$ cat src/design/assert_macros.svh
// ----------------------------------------------------------------------------
// Assertion macros
// Concurrent assertion wrappers, clocked on clk_i and disabled in reset.
// ----------------------------------------------------------------------------
`ifndef ASSERT_MACROS_SVH
`define ASSERT_MACROS_SVH
`ifndef SYNTHESIS
`define ASSERT_PROP(lbl, prop, msg) \
  lbl: assert property (@(posedge clk_i) disable iff (!rst_ni) prop) else $error(msg);
`define ASSERT_NEVER(lbl, cond, msg) `ASSERT_PROP(lbl, !(cond), msg)
`else
`define ASSERT_PROP(lbl, prop, msg)
`define ASSERT_NEVER(lbl, cond, msg)
`endif
`endif

$ cat src/design/msa_pkg.sv
// ----------------------------------------------------------------------------
// msa_pkg
// Shared constants, codes and types of the multichannel sample averager.
// ----------------------------------------------------------------------------
`default_nettype none

package msa_pkg;

  localparam int CODE_W       = 12;
  localparam int RAW_W        = 16;
  localparam int GAIN_W       = 24;
  localparam int RD_W         = 16;
  localparam int Q_FRAC       = 16;
  localparam int LANES        = 8;
  localparam int NUM_OFFS     = 8;
  localparam int CH_W         = 4;
  localparam int KIND_W       = 2;

  // window length in columns per channel
  localparam int WINDOW_DEPTH = 8;
  localparam int COL_W        = $clog2(WINDOW_DEPTH);
  localparam int ROWS         = 2 * WINDOW_DEPTH;
  localparam int ROW_W        = $clog2(ROWS);
  localparam int SUM_W        = CODE_W + COL_W;
  localparam int PROD_W       = CODE_W + GAIN_W;

  // reciprocal of the window depth, rounded up; exact floor for any window sum
  localparam int DIV_SH       = SUM_W + COL_W;
  localparam int DIV_M_W      = SUM_W + 2;
  localparam int DIVP_W       = SUM_W + DIV_M_W;

  localparam logic [COL_W-1:0]   LAST_COL = COL_W'(WINDOW_DEPTH - 1);
  localparam logic [ROW_W-1:0]   LAST_ROW = ROW_W'(ROWS - 1);
  localparam logic [DIV_M_W-1:0] DIV_M    =
    DIV_M_W'(((1 << DIV_SH) + WINDOW_DEPTH - 1) / WINDOW_DEPTH);

  // configuration port
  localparam int CFG_IDX_W  = 3;
  localparam int CFG_DATA_W = 24;
  localparam logic [CFG_IDX_W-1:0] CFG_ZERO_CODE  = 3'd0;
  localparam logic [CFG_IDX_W-1:0] CFG_NEG_OFFSET = 3'd1;
  localparam logic [CFG_IDX_W-1:0] CFG_VOLT_GAIN  = 3'd2;
  localparam logic [CFG_IDX_W-1:0] CFG_AMP_GAIN   = 3'd3;
  localparam logic [CFG_IDX_W-1:0] CFG_BLANK_LIM  = 3'd4;
  localparam logic [RD_W-1:0]      BLANK_LIM_RST  = 16'd220;

  localparam logic ACT_SAMPLE = 1'b0;
  localparam logic ACT_QUERY  = 1'b1;

  localparam logic [KIND_W-1:0] KIND_POS_VOLT = 2'd0;
  localparam logic [KIND_W-1:0] KIND_NEG_VOLT = 2'd1;
  localparam logic [KIND_W-1:0] KIND_AMP_HI   = 2'd2;
  localparam logic [KIND_W-1:0] KIND_AMP_LO   = 2'd3;

  typedef enum logic [3:0] {
    ST_IDLE,
    ST_CAL,
    ST_CAL_END,
    ST_ACC,
    ST_ACC_END,
    ST_DIV_START,
    ST_DIV_WAIT,
    ST_SUB,
    ST_MUL,
    ST_OUT
  } msa_state_e;

  // one memory row: one column of one bank, eight channel codes
  typedef logic [LANES-1:0][CODE_W-1:0] msa_row_t;

  typedef struct packed {
    logic              done;
    logic [CODE_W-1:0] quot;
  } msa_div_res_t;

endpackage

`default_nettype wire

$ cat src/design/msa_ram.sv
// ----------------------------------------------------------------------------
// msa_ram
// Generic simple dual-port RAM, one write port, one registered read port.
// ----------------------------------------------------------------------------
`default_nettype none

module msa_ram #(
  parameter int WIDTH = 8,
  parameter int DEPTH = 16
) (
  input  wire logic                     clk_i,
  input  wire logic                     we_i,
  input  wire logic [$clog2(DEPTH)-1:0] waddr_i,
  input  wire logic [WIDTH-1:0]         wdata_i,
  input  wire logic [$clog2(DEPTH)-1:0] raddr_i,
  output logic      [WIDTH-1:0]         rdata_o
);

  logic [WIDTH-1:0] mem_q [DEPTH];
  logic [WIDTH-1:0] rdata_q;

  always_ff @(posedge clk_i) begin
    if (we_i) begin
      mem_q[waddr_i] <= wdata_i;
    end
    rdata_q <= mem_q[raddr_i];
  end

  assign rdata_o = rdata_q;

endmodule

`default_nettype wire

$ cat src/design/msa_div.sv
// ----------------------------------------------------------------------------
// msa_div
// Divides the window sum by the window depth with a reciprocal multiply.
// ----------------------------------------------------------------------------
`default_nettype none

`include "assert_macros.svh"

module msa_div (
  input  wire logic                      clk_i,
  input  wire logic                      rst_ni,
  input  wire logic                      start_i,
  input  wire logic [msa_pkg::SUM_W-1:0] dividend_i,
  output msa_pkg::msa_div_res_t          res_o
);

  logic                       done_q, done_d;
  logic [msa_pkg::DIVP_W-1:0] prod_q, prod_d;

  // quotient is ready in the cycle after start
  assign done_d = start_i;
  assign prod_d = msa_pkg::DIVP_W'(dividend_i) * msa_pkg::DIVP_W'(msa_pkg::DIV_M);

  always_ff @(posedge clk_i or negedge rst_ni) begin
    if (!rst_ni) begin
      done_q <= 1'b0;
    end else begin
      done_q <= done_d;
    end
  end

  always_ff @(posedge clk_i) begin
    if (start_i) begin
      prod_q <= prod_d;
    end
  end

  assign res_o = {done_q, prod_q[msa_pkg::DIV_SH +: msa_pkg::CODE_W]};

  `ASSERT_PROP(a_done_follows, start_i |=> done_q, "divider result not flagged")
  `ASSERT_NEVER(a_start_done, start_i && done_q, "divider restarted on its result")
  `ASSERT_PROP(a_done_pulse, done_q |=> !done_q, "done held longer than one cycle")

endmodule

`default_nettype wire

$ cat src/design/multichannel_sample_averager.sv
// ----------------------------------------------------------------------------
// multichannel_sample_averager
// Sixteen-channel windowed sample store with averaged, scaled readings.
// ----------------------------------------------------------------------------
// A sample round is written into the store as one memory row in the cycle it
// is accepted. With output disabled it then scans all 2*WINDOW_DEPTH rows of
// the store, one read a cycle, to refresh the current offsets before the next
// beat is taken; otherwise the next beat is taken in the following cycle. A
// query reads the channel's WINDOW_DEPTH rows, divides the sum by the depth
// with a registered reciprocal multiply and then subtracts, multiplies and
// scales before the next beat is taken. Rows never written read as zero
// through per-row valid flags, so there is no clearing pass after reset. A
// finished result waits in the output register while the next beat is taken;
// a second finished query then holds the input until the first result is
// taken.
`default_nettype none

`include "assert_macros.svh"

module multichannel_sample_averager (
  input  wire logic                           clk_i,
  input  wire logic                           rst_ni,
  // configuration
  input  wire logic                           cfg_we_i,
  input  wire logic [msa_pkg::CFG_IDX_W-1:0]  cfg_index_i,
  input  wire logic [msa_pkg::CFG_DATA_W-1:0] cfg_wdata_i,
  // input channel
  input  wire logic                           in_valid_i,
  output logic                                in_ready_o,
  input  wire logic                           action_i,
  input  wire logic [msa_pkg::RAW_W-1:0]      sample_0_i,
  input  wire logic [msa_pkg::RAW_W-1:0]      sample_1_i,
  input  wire logic [msa_pkg::RAW_W-1:0]      sample_2_i,
  input  wire logic [msa_pkg::RAW_W-1:0]      sample_3_i,
  input  wire logic [msa_pkg::RAW_W-1:0]      sample_4_i,
  input  wire logic [msa_pkg::RAW_W-1:0]      sample_5_i,
  input  wire logic [msa_pkg::RAW_W-1:0]      sample_6_i,
  input  wire logic [msa_pkg::RAW_W-1:0]      sample_7_i,
  input  wire logic                           output_disabled_i,
  input  wire logic [msa_pkg::CH_W-1:0]       channel_i,
  input  wire logic [msa_pkg::KIND_W-1:0]     measure_kind_i,
  // output channel
  output logic                                out_valid_o,
  input  wire logic                           out_ready_i,
  output logic      [msa_pkg::RD_W-1:0]       reading_o,
  output logic      [msa_pkg::CODE_W-1:0]     offset_code_o,
  output logic                                reading_valid_o
);

  // configuration registers
  logic [msa_pkg::CODE_W-1:0] zero_code_q;
  logic [msa_pkg::CODE_W-1:0] neg_offset_q;
  logic [msa_pkg::GAIN_W-1:0] volt_gain_q;
  logic [msa_pkg::GAIN_W-1:0] amp_gain_q;
  logic [msa_pkg::RD_W-1:0]   blank_lim_q;

  // control state
  msa_pkg::msa_state_e        state_q, state_d;
  logic [msa_pkg::COL_W-1:0]  col_q;
  logic                       bank_q;
  logic [msa_pkg::ROWS-1:0]   row_vld_q;
  logic [msa_pkg::ROW_W-1:0]  rd_cnt_q;
  logic                       rd_vld_q;
  logic                       rd_half_q;
  logic                       rd_rowv_q;
  logic                       out_valid_q;

  // payload
  logic [msa_pkg::CODE_W-1:0] offs_q [msa_pkg::NUM_OFFS];
  logic [msa_pkg::CH_W-1:0]   ch_q;
  logic [msa_pkg::KIND_W-1:0] kind_q;
  logic [msa_pkg::SUM_W-1:0]  sum_q;
  logic [msa_pkg::CODE_W-1:0] avg_q;
  logic [msa_pkg::CODE_W-1:0] code_q;
  logic [msa_pkg::GAIN_W-1:0] gain_q;
  logic [msa_pkg::PROD_W-1:0] prod_q;
  logic [msa_pkg::RD_W-1:0]   reading_q;
  logic [msa_pkg::CODE_W-1:0] ocode_q;
  logic                       rvalid_q;

  // datapath wires
  logic                       in_acc, smp_acc, cal_start, out_free;
  logic                       rd_en, div_start, out_load;
  logic [msa_pkg::ROW_W-1:0]  rd_addr, wr_addr;
  logic [msa_pkg::RAW_W-1:0]  raw [msa_pkg::LANES];
  msa_pkg::msa_row_t          wr_row, ram_rdata, rd_row;
  logic [msa_pkg::CODE_W-1:0] rd_lane;
  logic                       cal_abs, acc_abs;
  logic [msa_pkg::CODE_W-1:0] off_sel, sub_val;
  logic [msa_pkg::GAIN_W-1:0] gain_sel;
  logic [msa_pkg::RD_W-1:0]   rd_scaled, rd_final;
  logic                       rd_valid_final;
  msa_pkg::msa_div_res_t      div_res;

  assign in_ready_o = (state_q == msa_pkg::ST_IDLE);
  assign in_acc     = in_valid_i && in_ready_o;
  assign smp_acc    = in_acc && (action_i == msa_pkg::ACT_SAMPLE);
  assign cal_start  = smp_acc && output_disabled_i;
  assign out_free   = !out_valid_q || out_ready_i;

  // ---------------------------------------------------------------- config
  always_ff @(posedge clk_i or negedge rst_ni) begin
    if (!rst_ni) begin
      zero_code_q  <= '0;
      neg_offset_q <= '0;
      volt_gain_q  <= '0;
      amp_gain_q   <= '0;
      blank_lim_q  <= msa_pkg::BLANK_LIM_RST;
    end else if (cfg_we_i) begin
      case (cfg_index_i)
        msa_pkg::CFG_ZERO_CODE:  zero_code_q  <= cfg_wdata_i[msa_pkg::CODE_W-1:0];
        msa_pkg::CFG_NEG_OFFSET: neg_offset_q <= cfg_wdata_i[msa_pkg::CODE_W-1:0];
        msa_pkg::CFG_VOLT_GAIN:  volt_gain_q  <= cfg_wdata_i[msa_pkg::GAIN_W-1:0];
        msa_pkg::CFG_AMP_GAIN:   amp_gain_q   <= cfg_wdata_i[msa_pkg::GAIN_W-1:0];
        msa_pkg::CFG_BLANK_LIM:  blank_lim_q  <= cfg_wdata_i[msa_pkg::RD_W-1:0];
        default: ;
      endcase
    end
  end

  // ---------------------------------------------------------- write side
  assign raw[0] = sample_0_i;
  assign raw[1] = sample_1_i;
  assign raw[2] = sample_2_i;
  assign raw[3] = sample_3_i;
  assign raw[4] = sample_4_i;
  assign raw[5] = sample_5_i;
  assign raw[6] = sample_6_i;
  assign raw[7] = sample_7_i;

  // drop the four low bits, raise to zero_code
  always_comb begin
    for (int j = 0; j < msa_pkg::LANES; j++) begin
      wr_row[j] = (raw[j][msa_pkg::RAW_W-1:4] < zero_code_q) ?
                  zero_code_q : raw[j][msa_pkg::RAW_W-1:4];
    end
  end

  // row = {column, half}; half 1 holds channels 4..7 and 12..15 (upper bank)
  assign wr_addr = {col_q, ~bank_q};

  msa_ram #(
    .WIDTH ($bits(msa_pkg::msa_row_t)),
    .DEPTH (msa_pkg::ROWS)
  ) u_store (
    .clk_i   (clk_i),
    .we_i    (smp_acc),
    .waddr_i (wr_addr),
    .wdata_i (wr_row),
    .raddr_i (rd_addr),
    .rdata_o (ram_rdata)
  );

  always_ff @(posedge clk_i or negedge rst_ni) begin
    if (!rst_ni) begin
      col_q     <= '0;
      bank_q    <= 1'b0;
      row_vld_q <= '0;
    end else if (smp_acc) begin
      row_vld_q[wr_addr] <= 1'b1;
      bank_q             <= ~bank_q;
      if (!bank_q) begin
        col_q <= (col_q == msa_pkg::LAST_COL) ? '0 : col_q + 1'b1;
      end
    end
  end

  // ----------------------------------------------------------- read side
  always_ff @(posedge clk_i or negedge rst_ni) begin
    if (!rst_ni) begin
      rd_cnt_q  <= '0;
      rd_vld_q  <= 1'b0;
      rd_half_q <= 1'b0;
      rd_rowv_q <= 1'b0;
    end else begin
      rd_vld_q  <= rd_en;
      rd_half_q <= rd_addr[0];
      rd_rowv_q <= row_vld_q[rd_addr];
      if (in_acc) begin
        rd_cnt_q <= '0;
      end else if (rd_en) begin
        rd_cnt_q <= rd_cnt_q + 1'b1;
      end
    end
  end

  assign rd_row  = rd_rowv_q ? ram_rdata : '0;
  assign rd_lane = rd_row[{ch_q[3], ch_q[1:0]}];
  assign cal_abs = rd_vld_q &&
                   (state_q == msa_pkg::ST_CAL || state_q == msa_pkg::ST_CAL_END);
  assign acc_abs = rd_vld_q &&
                   (state_q == msa_pkg::ST_ACC || state_q == msa_pkg::ST_ACC_END);

  // offset k follows channel 2k+1: half k[1], lane {k[2], k[0], 1}
  always_ff @(posedge clk_i or negedge rst_ni) begin
    if (!rst_ni) begin
      for (int k = 0; k < msa_pkg::NUM_OFFS; k++) begin
        offs_q[k] <= '0;
      end
    end else if (cal_start) begin
      for (int k = 0; k < msa_pkg::NUM_OFFS; k++) begin
        offs_q[k] <= '0;
      end
    end else if (cal_abs) begin
      for (int k = 0; k < msa_pkg::NUM_OFFS; k++) begin
        if (rd_half_q == 1'((k >> 1) & 1) &&
            rd_row[3'(((k >> 2) << 2) | ((k & 1) << 1) | 1)] > offs_q[k]) begin
          offs_q[k] <= rd_row[3'(((k >> 2) << 2) | ((k & 1) << 1) | 1)];
        end
      end
    end
  end

  // ----------------------------------------------------------- query path
  always_ff @(posedge clk_i) begin
    if (in_acc) begin
      ch_q   <= channel_i;
      kind_q <= measure_kind_i;
      sum_q  <= '0;
    end else if (acc_abs) begin
      sum_q <= sum_q + msa_pkg::SUM_W'(rd_lane);
    end
  end

  msa_div u_div (
    .clk_i      (clk_i),
    .rst_ni     (rst_ni),
    .start_i    (div_start),
    .dividend_i (sum_q),
    .res_o      (div_res)
  );

  always_comb begin
    case (kind_q)
      msa_pkg::KIND_POS_VOLT: begin
        off_sel  = zero_code_q;
        gain_sel = volt_gain_q;
      end
      msa_pkg::KIND_NEG_VOLT: begin
        off_sel  = neg_offset_q;
        gain_sel = volt_gain_q;
      end
      msa_pkg::KIND_AMP_HI: begin
        // channel 0 wraps to offset 7
        off_sel  = offs_q[3'((ch_q - 1'b1) >> 1)];
        gain_sel = amp_gain_q;
      end
      default: begin
        off_sel  = '0;
        gain_sel = amp_gain_q;
      end
    endcase
  end

  assign sub_val = (avg_q < off_sel) ? '0 : avg_q - off_sel;

  always_ff @(posedge clk_i) begin
    if (div_res.done) begin
      avg_q <= div_res.quot;
    end
    if (state_q == msa_pkg::ST_SUB) begin
      code_q <= sub_val;
      gain_q <= gain_sel;
    end
    if (state_q == msa_pkg::ST_MUL) begin
      prod_q <= msa_pkg::PROD_W'(code_q) * msa_pkg::PROD_W'(gain_q);
    end
  end

  // drop Q16 fraction, saturate, blank small negatives, zero and void AMP_LO
  always_comb begin
    rd_scaled = (|prod_q[msa_pkg::PROD_W-1:msa_pkg::Q_FRAC+msa_pkg::RD_W]) ?
                '1 : prod_q[msa_pkg::Q_FRAC+msa_pkg::RD_W-1:msa_pkg::Q_FRAC];
    rd_final       = rd_scaled;
    rd_valid_final = 1'b1;
    case (kind_q)
      msa_pkg::KIND_NEG_VOLT: begin
        if (rd_scaled < blank_lim_q) begin
          rd_final = '0;
        end
      end
      msa_pkg::KIND_AMP_LO: begin
        rd_final       = '0;
        rd_valid_final = 1'b0;
      end
      default: ;
    endcase
  end

  // ------------------------------------------------------- output register
  always_ff @(posedge clk_i or negedge rst_ni) begin
    if (!rst_ni) begin
      out_valid_q <= 1'b0;
    end else if (out_load) begin
      out_valid_q <= 1'b1;
    end else if (out_ready_i) begin
      out_valid_q <= 1'b0;
    end
  end

  always_ff @(posedge clk_i) begin
    if (out_load) begin
      reading_q <= rd_final;
      ocode_q   <= code_q;
      rvalid_q  <= rd_valid_final;
    end
  end

  assign out_valid_o     = out_valid_q;
  assign reading_o       = reading_q;
  assign offset_code_o   = ocode_q;
  assign reading_valid_o = rvalid_q;

  // ------------------------------------------------------------ sequencer
  always_ff @(posedge clk_i or negedge rst_ni) begin
    if (!rst_ni) begin
      state_q <= msa_pkg::ST_IDLE;
    end else begin
      state_q <= state_d;
    end
  end

  always_comb begin
    state_d = state_q;
    case (state_q)
      msa_pkg::ST_IDLE: begin
        if (in_acc && action_i == msa_pkg::ACT_QUERY) begin
          state_d = msa_pkg::ST_ACC;
        end else if (cal_start) begin
          state_d = msa_pkg::ST_CAL;
        end
      end
      msa_pkg::ST_CAL: begin
        if (rd_cnt_q == msa_pkg::LAST_ROW) begin
          state_d = msa_pkg::ST_CAL_END;
        end
      end
      msa_pkg::ST_CAL_END: state_d = msa_pkg::ST_IDLE;
      msa_pkg::ST_ACC: begin
        if (rd_cnt_q[msa_pkg::COL_W-1:0] == msa_pkg::LAST_COL) begin
          state_d = msa_pkg::ST_ACC_END;
        end
      end
      msa_pkg::ST_ACC_END:   state_d = msa_pkg::ST_DIV_START;
      msa_pkg::ST_DIV_START: state_d = msa_pkg::ST_DIV_WAIT;
      msa_pkg::ST_DIV_WAIT: begin
        if (div_res.done) begin
          state_d = msa_pkg::ST_SUB;
        end
      end
      msa_pkg::ST_SUB: state_d = msa_pkg::ST_MUL;
      msa_pkg::ST_MUL: state_d = msa_pkg::ST_OUT;
      msa_pkg::ST_OUT: begin
        if (out_free) begin
          state_d = msa_pkg::ST_IDLE;
        end
      end
      default: state_d = msa_pkg::ST_IDLE;
    endcase
  end

  always_comb begin
    rd_en     = 1'b0;
    rd_addr   = rd_cnt_q;
    div_start = 1'b0;
    out_load  = 1'b0;
    case (state_q)
      msa_pkg::ST_CAL: begin
        rd_en = 1'b1;
      end
      msa_pkg::ST_ACC: begin
        rd_en   = 1'b1;
        rd_addr = {rd_cnt_q[msa_pkg::COL_W-1:0], ch_q[2]};
      end
      msa_pkg::ST_DIV_START: div_start = 1'b1;
      msa_pkg::ST_OUT:       out_load  = out_free;
      default: ;
    endcase
  end

  `ASSERT_PROP(a_idle_no_read, in_ready_o |-> !rd_vld_q, "read data pending while idle")
  `ASSERT_PROP(a_bank_toggle, smp_acc |=> (bank_q != $past(bank_q)), "bank did not toggle")
  `ASSERT_NEVER(a_col_range, col_q > msa_pkg::LAST_COL, "column pointer past window")
  `ASSERT_PROP(a_out_load, out_load |=> out_valid_o, "finished result not presented")

endmodule

`default_nettype wire

$ cat config.mk
export PLATFORM = sky130hd
export DESIGN_NAME = multichannel_sample_averager
export DESIGN_NICKNAME = d
export VERILOG_FILES = /design/src/design/msa_pkg.sv /design/src/design/msa_ram.sv /design/src/design/msa_div.sv /design/src/design/multichannel_sample_averager.sv
export VERILOG_INCLUDE_DIRS = /design/src /design/src/design
export SDC_FILE = /design/constraint.sdc
export NUM_CORES = 2
export LEC_CHECK = 0
export BUFFER_PORTS_ARGS = -buffer_cell sky130_fd_sc_hd__buf_2
export CAP_MARGIN = 20
export CORE_MARGIN = 2
export CORE_UTILIZATION = 30
export DETAILED_ROUTE_END_ITERATION = 7
export PLACE_DENSITY_LB_ADDON = 0.05
export SYNTH_ARGS = -nofsm -noshare
export SYNTH_HDL_FRONTEND = slang
export SYNTH_SLANG_ARGS = --single-unit
$ cat constraint.sdc
create_clock -name clk_i -period 17.8 [get_ports clk_i]
set_input_delay 0.89 -clock clk_i [delete_from_list [all_inputs] [get_ports clk_i]]
set_output_delay 0.89 -clock clk_i [all_outputs]
set_load 0.01 [all_outputs]
==> results.py <==
metrics = {
    "sta": {
        "grt_setup_unrepaired": "no",
        "max_freq_mhz": 159,
        "fin_crit_sh_pct": 35.4,
        "period_needed_ns": 6.29,
        "slew_headroom_pct": 25.0,
        "tns_ns": 0,
        "slew_violations": 0,
        "setup_viol": 0,
        "finalHoldViolations": 0,
        "worstMarginPinSlew_ns": 1.12,
        "fin_worst_skew_ns": 0.113,
        "holdWs_ns": 0.234,
    },
    "global_routing": {
        "grt_pass1_wl_mm": 404,
        "overflow": 0,
        "antenna_found_initial": 44,
        "grtUsageTotal_pct": 19.8,
        "grt_pass1_vias": 49400,
        "grt_start_max_net_pins": 97,
    },
    "routing": {
        "vias": 47400,
        "ant_nets": 0,
        "via_per_inst": 4.98,
        "dr.pass1.iters": 5,
        "wl_mm": 292,
        "wl_per_cell_um": 30.7,
        "drc": 0,
        "drt_iter0_markers": 3821,
    },
    "synthesis": {
        "async_reset_ff_share_pct": 8.75,
        "synth-seq-area-share_pct": 64.6,
        "synth_top_cell_by_area": "edfxtp_1",
        "syn_avg_cell_area_sq_um": 16.5,
        "syn-num-nets": 5893,
        "synth_common_cells": "1,651 x edfxtp_1, 458 x nand2_1, 413 x mux4_2",
        "synth_warnings": 0,
        "synth.area.top_cells": "edfxtp_1 57%, mux4_2 11%, fa_1 5.1%",
        "syn_inst": 5254,
        "synth_enable_flop_cells": 1651,
        "ys_ff_latch": 1931,
        "yosysUniqueCellTypes": 69,
        "synth_ff_type": "edfxtp_1",
        "yosysMostFrequentCell": "edfxtp_1",
        "synth_top_area_share_pct": 57.1,
        "syn_area_sq_mm": 0.0868,
    },
    "hold_path": {
        "hp-class": "input pin to register",
        "min_from": "measure_kind_i[0]",
        "whs_endpoint": "kind_q[0]",
        "min_path_cells": 1,
    },
    "cts": {
        "numCtsBuffers": 222,
        "clockBufferDepth": 4,
        "numClockSinks": 1931,
        "clockRootBuffer": "clkbuf_16",
        "clk_pin_slew_ns": 0.06,
        "h-tree-depth": 4,
        "post_cts_buffers": 0,
        "tritoncts": "done",
        "clk_latency_ns": 0.92,
    },
    "floorplan": {
        "ios": 199,
        "die_area_sq_mm": 0.294,
        "die_x_um": 542,
        "fp.coreArea_sq_mm": 0.288,
        "rows": 197,
        "dieHeight_um": 542,
        "start_util_pct": 30.1,
    },
    "power_and_ir_drop": {
        "peakVddDrop_uv": 99.9,
        "p_per_area_mw_per_mm2": 155,
        "p_leak_nw": 35.6,
    },
    "setup_path": {
        "cp-end-kind": "register",
        "required_ns": 18.49,
        "r2r-start": "gain_q[15]",
        "critical_path_class": "register to register",
        "reg2reg_depth": 20,
        "cp_max_fo": 12,
        "r2r_end": "prod_q[30]",
        "ff2ff_setup_slack_ns": 11.51,
        "crit_path_start_kind": "register",
        "startpoint": "gain_q[15]",
        "critPathArrivalTime_ns": 6.98,
    },
    "placement": {
        "hpwlAfterDp_mm": 175,
        "finalWeightedCongestion": 0.787,
        "portBuffers": 166,
    },
    "finish": {
        "nFillCells": 27700,
        "utilization_pct": 34.7,
        "layout-drive-gt1-share_pct": 22.8,
        "area_growth_pct": 15.1,
        "final_nets": 6160,
    },
    "job": {
        "max-cap-violations": 0,
    },
    "status": {
        "outcome": "complete, no violations",
    },
}
[stage by stage]
step	setup WS, ns	cells	area [sq um]	total power [mW]
after floorplan	8.61	5254	86800	9.15
after global routing	11.06	9495	99900	16.2
after CTS	11.39	9491	99900	15.8
after detailed placement	11.42	9075	92700	11.1
final	11.51	9500	99900	15.4
after global placement	11.40	9071	92600	11.1
[timing repair]
| action | 4_1_cts | 5_1_grt |
|---|---|---|
| hold endpoints to repair | 35 | 0 |
| gates resized for setup | 0 | 0 |
| hold buffers | 1 | 0 |
[sequential cells by signal, summed over array words and instances (netlist names), 15 cells and up]
register and cells:
amp_gain_q 24, reading_o 16, prod_q 20, u_store.rdata_o 96
row_vld_q 16, u_store.mem_q 1536, gain_q 24, volt_gain_q 24
offs_q 48, sum_q 15, blank_lim_q 16
[worst max-delay path, stage by stage (launching register included)]
cell      delay, ns
edfxtp_1       0.82
nand2_1        0.18
fa_1           0.56
inv_1          0.05
fa_1           0.50
fa_1           0.48
fa_1           0.52
inv_1          0.05
fa_1           0.48
inv_1          0.04
ha_1           0.34
and3_1         0.24
a221o_1        0.31
o21ai_0        0.16
o211ai_1       0.11
buf_4          0.18
a41oi_1        0.33
nand2_1        0.14
a21o_1         0.22
a21oi_1        0.17
xnor2_1        0.22
[routing by layer]
metal  up-vias  wire length [um]  global-route usage, %
met5         -                 7                      0
li1      20400                 -                      -
met3       303             12500                   2.21
met1     25500            132000                   27.7
met4         2              5740                   4.19
met2      1103            141000                   33.1
[where the power goes]
group | total [mW] | switching (mW) | internal (mW)
sequential | 5.95 | 0.363 | 5.59
clock | 4.55 | 1.92 | 2.63
combinational | 4.95 | 2.96 | 1.99
total | 15.4 | 5.24 | 10.2
[kinds of logic after synthesis]
| logic type | count (synthesis) | synth area share, % |
|---|---|---|
| simple gates | 1020 | 5.66 |
| mux | 673 | 14.0 |
| fa+ha+maj | 471 | 8.70 |
| compound gates | 519 | 3.93 |
| buf+inv | 602 | 2.76 |
| flops | 1931 | 64.6 |
| xor+xnor | 38 | 0.384 |
[final cells by class]
type	instances	area, sq um	area share (%)
well taps	3781	4730	4.74
multi-input cells	2721	28600	28.6
repair buffers	312	2100	2.10
diodes	7	17.5	0.0175
flip-flops and latches	1931	56000	56.1
inverters	333	1250	1.25
clock buffers	306	6030	6.04
clock inverters	109	1120	1.13
[cell usage in the layout (no fill, tap or decap), types with 18 or more instances in the layout]
| master | instances |
|---|---|
| fa_1 | 221 |
| clkinv_2 | 41 |
| nor2_1 | 118 |
| clkbuf_1 | 69 |
| edfxtp_1 | 1651 |
| nor3_1 | 29 |
| dfrtp_1 | 158 |
| mux2_2 | 183 |
| clkinv_1 | 36 |
| nor2b_1 | 42 |
| clkbuf_16 | 223 |
| o21ai_0 | 73 |
| xnor2_1 | 24 |
| a31oi_1 | 102 |
| nand2b_1 | 42 |
| nand2_1 | 458 |
| mux2i_1 | 72 |
| a211oi_1 | 105 |
| and2_1 | 209 |
| buf_4 | 132 |
| a21o_1 | 51 |
| ha_1 | 250 |
| dfxtp_1 | 111 |
| nand4_1 | 30 |
| or2_2 | 18 |
| mux4_2 | 413 |
| inv_1 | 328 |
| bufinv_16 | 18 |
| buf_2 | 165 |
| a21oi_1 | 102 |
[worst max path at each step]
stage	slack, ns	endpoint
2_1_floorplan	8.61	row_vld_q[1]
3_5_place_dp	11.42	u_store.rdata_o[53]
3_3_place_gp	11.40	u_store.rdata_o[53]
6_report	11.51	prod_q[30]
5_1_grt	11.06	prod_q[35]
4_1_cts	11.39	u_store.rdata_o[53]
(Power assumes the default switching activity.)
